==> config.mk <==
export PLATFORM = sky130hd
export DESIGN_NAME = fdsu_div
export DESIGN_NICKNAME = d
export VERILOG_FILES = /design/src/design/fdsu_pkg.sv /design/src/design/fdsu_div.sv
export SDC_FILE = /design/constraint.sdc
export NUM_CORES = 1
export LEC_CHECK = 0
export BUFFER_PORTS_ARGS = -buffer_cell sky130_fd_sc_hd__buf_2
export CAP_MARGIN = 20
export CORE_UTILIZATION = 40
export DETAILED_ROUTE_END_ITERATION = 16
export GPL_TIMING_DRIVEN = 1
export PLACE_DENSITY = 0.58
export SLEW_MARGIN = 20
export SYNTH_ARGS = -nofsm -noshare
export SYNTH_HDL_FRONTEND = slang
export SYNTH_SLANG_ARGS = --single-unit
==> constraint.sdc <==
create_clock -name i_clk -period 5.1 [get_ports i_clk]
set_input_delay 0.51 -clock i_clk [delete_from_list [all_inputs] [get_ports i_clk]]
set_output_delay 0.51 -clock i_clk [all_outputs]
set_load 0.02 [all_outputs]
==> src/design/fdsu_pkg.sv <==
// ----------------------------------------------------------------------------
// fdsu_pkg
// Shared types and constants for the Forth data stack unit.
// ----------------------------------------------------------------------------
package fdsu_pkg;

    localparam int STACK_DEPTH = 1024;
    localparam int ADDR_W      = $clog2(STACK_DEPTH);
    localparam int CNT_W       = $clog2(STACK_DEPTH + 1);
    localparam int WORD_W      = 32;
    localparam int DEPTH_W     = 11;

    typedef enum logic [3:0] {
        OP_PUSH  = 4'd0,  OP_ADD   = 4'd1,  OP_SUB   = 4'd2,  OP_MUL   = 4'd3,
        OP_DIV   = 4'd4,  OP_DUP   = 4'd5,  OP_SWAP  = 4'd6,  OP_OVER  = 4'd7,
        OP_ROT   = 4'd8,  OP_DROP  = 4'd9,  OP_2SWAP = 4'd10, OP_2DUP  = 4'd11,
        OP_2DROP = 4'd12, OP_2OVER = 4'd13, OP_NOP14 = 4'd14, OP_NOP15 = 4'd15
    } t_op;

    typedef enum logic [1:0] {
        ST_OK    = 2'd0,
        ST_UNDER = 2'd1,
        ST_OVER  = 2'd2,
        ST_DIVZ  = 2'd3
    } t_status;

    function automatic logic [2:0] need_of(input t_op op);
        logic [2:0] r;
        begin
            unique case (op)
                OP_PUSH, OP_NOP14, OP_NOP15: r = 3'd0;
                OP_DUP, OP_DROP:             r = 3'd1;
                OP_ROT:                      r = 3'd3;
                OP_2SWAP, OP_2OVER:          r = 3'd4;
                default:                     r = 3'd2;
            endcase
            return r;
        end
    endfunction

    // growth: number of new entries (0..2)
    function automatic logic [1:0] push_of(input t_op op);
        logic [1:0] r;
        begin
            unique case (op)
                OP_PUSH, OP_DUP, OP_OVER: r = 2'd1;
                OP_2DUP, OP_2OVER:        r = 2'd2;
                default:                  r = 2'd0;
            endcase
            return r;
        end
    endfunction

    // shrink: entries removed (0..2)
    function automatic logic [1:0] pop_of(input t_op op);
        logic [1:0] r;
        begin
            unique case (op)
                OP_ADD, OP_SUB, OP_MUL, OP_DIV, OP_DROP: r = 2'd1;
                OP_2DROP:                                r = 2'd2;
                default:                                 r = 2'd0;
            endcase
            return r;
        end
    endfunction

endpackage

==> src/design/fdsu_div.sv <==
// ----------------------------------------------------------------------------
// fdsu_div
// Signed 32-bit divider, truncating toward zero, one quotient bit a cycle.
// ----------------------------------------------------------------------------
module fdsu_div (
    input  logic                         i_clk,
    input  logic                         i_rst_n,
    input  logic                         i_start,
    input  logic [fdsu_pkg::WORD_W-1:0]  i_num,
    input  logic [fdsu_pkg::WORD_W-1:0]  i_den,
    output logic                         o_done,
    output logic [fdsu_pkg::WORD_W-1:0]  o_quot
);
    import fdsu_pkg::*;

    logic [WORD_W-1:0] r_q, r_d;
    logic [WORD_W:0]   r_rem;
    logic [5:0]        r_cnt;
    logic              r_busy, r_neg;
    logic [WORD_W:0]   n_rem, n_try;

    always_comb begin
        n_rem = {r_rem[WORD_W-1:0], r_q[WORD_W-1]};
        n_try = n_rem - {1'b0, r_d};
    end

    always_ff @(posedge i_clk) begin
        if (!i_rst_n) begin
            r_busy <= 1'b0;
            o_done <= 1'b0;
            r_cnt  <= '0;
        end else begin
            o_done <= 1'b0;
            if (i_start) begin
                r_busy <= 1'b1;
                r_cnt  <= 6'(WORD_W);
                r_neg  <= i_num[WORD_W-1] ^ i_den[WORD_W-1];
                r_q    <= i_num[WORD_W-1] ? (~i_num + 1'b1) : i_num;
                r_d    <= i_den[WORD_W-1] ? (~i_den + 1'b1) : i_den;
                r_rem  <= '0;
            end else if (r_busy) begin
                if (n_try[WORD_W]) begin
                    r_rem <= n_rem;
                    r_q   <= {r_q[WORD_W-2:0], 1'b0};
                end else begin
                    r_rem <= n_try;
                    r_q   <= {r_q[WORD_W-2:0], 1'b1};
                end
                r_cnt <= r_cnt - 1'b1;
                if (r_cnt == 6'd1) begin
                    r_busy <= 1'b0;
                    o_done <= 1'b1;
                end
            end
        end
    end

    assign o_quot = r_neg ? (~r_q + 1'b1) : r_q;
endmodule

==> impl_metrics.py, run 1 <==
metrics = {
    "status": {
        "outcome": "completed",
    },
    "grt": {
        "grt_pass1_vias": 6061,
        "antenna_found_initial": 0,
        "grt_pass1_wl_um": 29680,
        "grt_max_degree": 66,
        "grt_overflow": 0,
        "grtUsageTotal_pct": 18.84,
    },
    "power_and_ir_drop": {
        "p_leak_nw": 3.483,
        "power_density_nw_per_um2": 293.7,
        "ir_drop_mv": 0.2029,
    },
    "synth": {
        "synth_warnings": 0,
        "yosys.area.top_type": "edfxtp_1",
        "async_reset_ff_share_pct": 0,
        "ys_seq_elements": 105,
        "yosys.area.top_type_share_pct": 37.47,
        "synth_edf_count": 97,
        "synth-seq-area-share_pct": 39.53,
        "netlist_instances": 826,
        "syn-cell-area_um2": 7774,
        "syn_avg_cell_area_um2": 9.411,
        "synth_nets": 931,
        "ys_top_cells_by_area": "edfxtp_1, xnor2_1, ha_1",
        "yosysUniqueCellTypes": 61,
        "synthFlopType": "edfxtp_1",
    },
    "detailed_routing": {
        "ant_nets": 0,
        "via_count": 6227,
        "drc": 0,
        "routed_wl_um": 18070,
        "routedWlPerCell_um": 15.37,
        "drtPass1Iterations": 5,
        "viasPerCell": 5.295,
        "drt-initial-drc-count": 382,
    },
    "flow_run": {
        "drv_cap": 0,
    },
    "placement": {
        "gp_congestion": 0.8525,
        "dp_hpwl_um": 13340,
        "numPortBuffers": 99,
        "place_area_um2": 8519,
    },
    "sta": {
        "tightest_slew_ps": 709.8,
        "min_period_ps": 3850,
        "slew_violations": 0,
        "rsz0062_at_grt": "false",
        "finalHoldViolCount": 0,
        "maxSlewHeadroom_pct": 52.68,
        "fin_skew_ps": 8.049,
        "timing.hold.ws_ps": 394.8,
        "maxClockFrequency_mhz": 259.8,
        "setup_viol": 0,
        "setup_tns_ps": 0,
        "fin_crit_sh_pct": 75.48,
    },
    "worst_setup_path": {
        "critPathKind": "register to register",
        "start_kind": "register",
        "cp-end-kind": "register",
        "rr_worst_depth": 12,
        "cp_max_fo": 14,
        "arrival_ps": 3970,
        "crit_required_ps": 5220,
    },
    "min_path": {
        "hold_path_class": "input pin to register",
        "hold_depth": 1,
    },
    "floorplanning": {
        "die_w_um": 141.4,
        "die_area_um2": 20000,
        "ios": 100,
        "die_h_um": 141.4,
        "start_util_pct": 41.15,
        "num_rows": 50,
        "core_area_um2": 18890,
    },
    "cts": {
        "tritoncts": "done",
        "clk_pin_slew_worst_paths_ps": 80,
        "htreeDepth": 3,
        "clock_path_buffers": 2,
        "clock-sinks": 105,
        "cts_hold_buf": 0,
        "cts-root-buf": "clkbuf_16",
        "post_cts.repair.setup_buffers": 0,
        "cts_buffers": 9,
        "cts_resized": 0,
        "insertion_delay_ps": 370,
    },
    "final_layout": {
        "stdcell_area_um2": 8806,
        "drive_gt1_share_pct": 16.05,
        "area_growth_pct": 13.28,
        "nets": 1016,
        "diodes": 0,
        "layout_commonest_cell": "buf_2",
        "final_cell_mix": "buf_2, edfxtp_1, xnor2_1",
    },
}
## worst max-delay path: stages, from the launching register on
cell and delay (ps):
edfxtp_1 340, inv_1 60, ha_1 220, fa_1 400
nand2b_1 180, a21oi_1 220, o21bai_1 160, a21oi_1 330
o2111a_1 260, nor4b_1 90, or4_1 820, and3_1 310
a41o_1 190
## logic make-up after synthesis
| family | count (synthesis) | share of synthesized area [%] |
|---|---|---|
| AND/OR/NAND/NOR | 252 | 16.19 |
| XOR/XNOR | 112 | 12.62 |
| buffers and inverters | 85 | 4.249 |
| AO/OA/AOI/OAI | 207 | 17.61 |
| adder cells (fa/ha/maj) | 38 | 6.213 |
| multiplexers | 27 | 3.589 |
| flip-flops | 105 | 39.53 |
## area by class of cell
type	instances	area, µm²
inverter	54	202.7
timing repair buffer	105	540.5
fill	1883	10090
sequential	105	3073
clock buffer	9	225.2
tap	260	325.3
multi-input combinational	636	4378
clock inverter	7	61.31
## flip-flops by register name, summed over array words and instances (netlist names)
| signal | flops |
|---|---|
| r_d | 32 |
| r_q | 32 |
| r_rem | 32 |
| r_cnt | 6 |
| o_done | 1 |
| r_busy | 1 |
| r_neg | 1 |
## metal layers
metal / GRT usage [%] / vias to the layer above / part of all wire [%]
met3: 3.847 / 20 / 4.9
met2: 30.41 / 124 / 46
li1: - / 3190 / -
met1: 24.81 / 2893 / 47
met4: 7.357 / 0 / 2.1
met5: 0 / - / 0
## cells in the mapped netlist, drive strengths merged (3+ instances only)
library cell / n
edfxtp: 97
xnor2: 73
nand2: 69
nor2: 68
a21oi: 55
inv: 54
o21ai: 47
xor2: 39
ha: 37
o31ai: 27
clkbuf: 25
mux2i: 20
or3: 18
o41ai: 16
or4: 16
nor3: 15
nand3: 13
a21o: 12
nand2b: 11
o21a: 9
dfxtp: 8
or2: 8
and3: 7
mux2: 7
buf: 6
nor2b: 6
nor4: 6
a21boi: 5
a211oi: 4
a31oi: 4
and2: 4
nand3b: 4
o211ai: 4
o21bai: 4
nand4: 3
o2111ai: 3
o22ai: 3
## final timing paths
path / slack [ps] / from / to
max: 1250 / r_q[31]$_DFFE_PP_ / r_rem[27]$_SDFFCE_PP0P_
min: 390 / i_den[0] / r_d[0]$_DFFE_PP_
min reg2reg: 490 / r_cnt[0]$_SDFFE_PP0P_ / r_cnt[0]$_SDFFE_PP0P_
max reg2reg: 1250 / r_q[31]$_DFFE_PP_ / r_rem[27]$_SDFFCE_PP0P_
## power by group
part	internal [mW]	total, mW	switching (mW)
clock	0.341	0.690	0.349
sequential	1.04	1.08	0.0470
combinational	0.338	0.812	0.474
total	1.72	2.59	0.870
## metrics by stage
step / util (%) / worst slack, ps / total power, mW / cells
global route: 46.61 / 1040 / 2.746 / 1176
floorplan: - / 1843 / 1.697 / 826
finish: 46.61 / 1250 / 2.587 / 1176
CTS: 46.61 / 1226 / 2.610 / 1176
detailed placement: 45.09 / 1249 / 1.913 / 1160
global placement: 45.09 / 1354 / 1.913 / 1160
Power figures use the tool's default switching activity.
==> run 2, diff against run 1 <==
==> constraint.sdc (replaced) <==
create_clock -name i_clk -period 3.6 [get_ports i_clk]
set_input_delay 0.36 -clock i_clk [delete_from_list [all_inputs] [get_ports i_clk]]
set_output_delay 0.36 -clock i_clk [all_outputs]
set_load 0.02 [all_outputs]
==> run 2 against run 1 <==
Die area did not move. Critical path depth fell by 1. Clock power rose by 42%. Sequential share of layout area fell by 0.61 points. Sequential power rose by 43%. Design area rose by 1.8%. Non-clock buffer count rose by 14. Flip-flop and latch count did not move. Worst hold slack got worse by 140 ps.
==> impl_metrics.py, run 2 (synthesis results as in run 1) <==
metrics = {
    "grt": {
        "antenna_found_initial": 0,
        "grt_overflow": 0,
        "grtUsageTotal_pct": 19.22,
        "grt_pass1_vias": 6179,
        "grt_pass1_wl_um": 30370,
        "grt_max_degree": 84,
    },
    "detailed_routing": {
        "routedWlPerCell_um": 15.51,
        "via_count": 6296,
        "drc": 0,
        "viasPerCell": 5.291,
        "drt-initial-drc-count": 370,
        "routed_wl_um": 18460,
        "ant_nets": 0,
        "drtPass1Iterations": 5,
    },
    "worst_setup_path": {
        "r2r_start": "r_rem[4]$_SDFFCE_PP0P_",
        "cp_max_fo": 5,
        "crit_required_ps": 3810,
        "reg2reg_slack_ps": 180,
        "max_stage_delay_ps": 530,
        "path_buf_inv": 1,
        "start_kind": "register",
        "critPathKind": "register to register",
        "reg2reg_to": "r_rem[14]$_SDFFCE_PP0P_",
        "cp-end-kind": "register",
        "cp_slowest_cell": "or4_4",
        "cp-startpoint": "r_rem[4]$_SDFFCE_PP0P_",
        "crit_cells": 11,
        "arrival_ps": 3630,
        "cp_cell_sequence": "ha_1 > a21o_1 > or3_1 > o21bai_1 > a21oi_2 > o2111a_1 > o2111a_1 > or4_4 > buf_4 > o31a_1 > nor2_1",
        "path_common_cell": "o2111a_1",
        "crit_end": "r_rem[14]$_SDFFCE_PP0P_",
        "cp_top_family": "compound AO/OA/AOI/OAI gates",
        "rr_worst_depth": 11,
    },
    "placement": {
        "dp.cells": 1172,
        "gp_congestion": 0.8355,
        "numPortBuffers": 99,
        "place_ws_ps": 87.39,
        "dp_hpwl_um": 13560,
    },
    "final_layout": {
        "post-route-util_pct": 47.44,
        "drive_gt1_share_pct": 17.85,
        "final_cell_mix": "buf_2, edfxtp_1, xnor2_1",
        "nets": 1030,
        "fin_cells": 1190,
        "diodes": 0,
        "largestRegisters": "r_d (32), r_q (32), r_rem (32)",
        "layout_commonest_cell": "buf_2",
        "area_growth_pct": 15.29,
    },
    "sta": {
        "setup_viol": 0,
        "timing.hold.ws_ps": 256.3,
        "setup_tns_ps": 0,
        "fin_skew_ps": 6.872,
        "fin_ws_ps": 177.1,
        "maxClockFrequency_mhz": 292.1,
        "min_period_ps": 3423,
        "slew_violations": 0,
        "tightest_slew_ps": 925.7,
        "maxSlewHeadroom_pct": 38.28,
        "fin_crit_sh_pct": 95.08,
        "finalHoldViolCount": 0,
    },
    "cts": {
        "cts-root-buf": "clkbuf_16",
        "htreeDepth": 3,
        "clk_pin_slew_worst_paths_ps": 70,
        "cts_buffers": 9,
        "clock-sinks": 105,
        "clock_path_buffers": 2,
        "cts_hold_buf": 0,
        "tritoncts": "done",
        "insertion_delay_ps": 350,
    },
    "min_path": {
        "hold_path_class": "input pin to register",
    },
    "floorplanning": {
        "die_area_um2": 20000,
        "ios": 100,
        "num_rows": 50,
        "core_area_um2": 18890,
        "die_w_um": 141.4,
        "die_h_um": 141.4,
        "start_util_pct": 41.15,
    },
    "power_and_ir_drop": {
        "ir_drop_mv": 0.2344,
        "p_leak_nw": 3.567,
        "power_density_nw_per_um2": 414.8,
    },
    "status": {
        "outcome": "completed",
    },
    "flow_run": {
        "drv_cap": 0,
    },
}
[run 2: report_power, final]
group / switching, mW / total, mW / internal [mW] / leakage, nW
Sequential: 0.0732 / 1.54 / 1.47 / 0.989
Clock: 0.464 / 0.979 / 0.515 / 0.137
Combinational: 0.681 / 1.20 / 0.514 / 2.44
Total: 1.22 / 3.72 / 2.50 / 3.57
[run 2: worst min-delay path by stage]
stage | from | to | slack, ps | cells after the start
after global routing | i_den[0] | r_d[0]$_DFFE_PP_ | 250 | 1
after CTS | i_den[0] | r_d[0]$_DFFE_PP_ | 250 | 1
after detailed placement | r_cnt[0]$_SDFFE_PP0P_ | r_cnt[0]$_SDFFE_PP0P_ | 480 | 2
after global placement | r_cnt[0]$_SDFFE_PP0P_ | r_cnt[0]$_SDFFE_PP0P_ | 480 | 2
after floorplan | i_den[0] | r_d[0]$_DFFE_PP_ | 460 | 0
final | i_den[0] | r_d[0]$_DFFE_PP_ | 260 | 1
[run 2: repair_timing]
action / 4_1_cts / 5_1_grt
resized for setup: 1 / 8
endpoints found under the setup margin: 1 / 30
endpoints found under the hold margin: 0 / 0
setup buffers: 0 / 2
pin swaps: 0 / 1
[run 2: per-layer routing]
layer / share of wire (%) / routed length, µm / GRT usage [%]
met1: 47 / 8651 / 24.96
met2: 47 / 8664 / 31.97
met5: 0 / 0 / 0
met3: 4.3 / 798 / 3.544
met4: 1.9 / 343 / 7.018
[run 2: worst reg2reg max path: stages, from the launching register on]
cell      delay, ps
edfxtp_1        390
ha_1            310
a21o_1          190
or3_1           320
o21bai_1        290
a21oi_2         120
o2111a_1        280
o2111a_1        290
or4_4           530
buf_4           180
o31a_1          290
nor2_1           80
[run 2: layout make-up]
type                    count  area (µm²)
clock buffers              11       254.0
clock inverters             5       37.54
repair buffers            119       664.4
well taps                 260       325.3
multi-input cells         636        4405
flip-flops and latches    105        3073
inverters                  54       202.7
fillers                  1840        9931
[run 2: per-stage QoR]
stage | power [mW] | cell area (µm²)
final | 3.717 | 8962
after global routing | 3.940 | 8962
after CTS | 3.726 | 8914
after detailed placement | 2.743 | 8622
after global placement | 2.740 | 8622
after floorplan | 2.404 | 7774
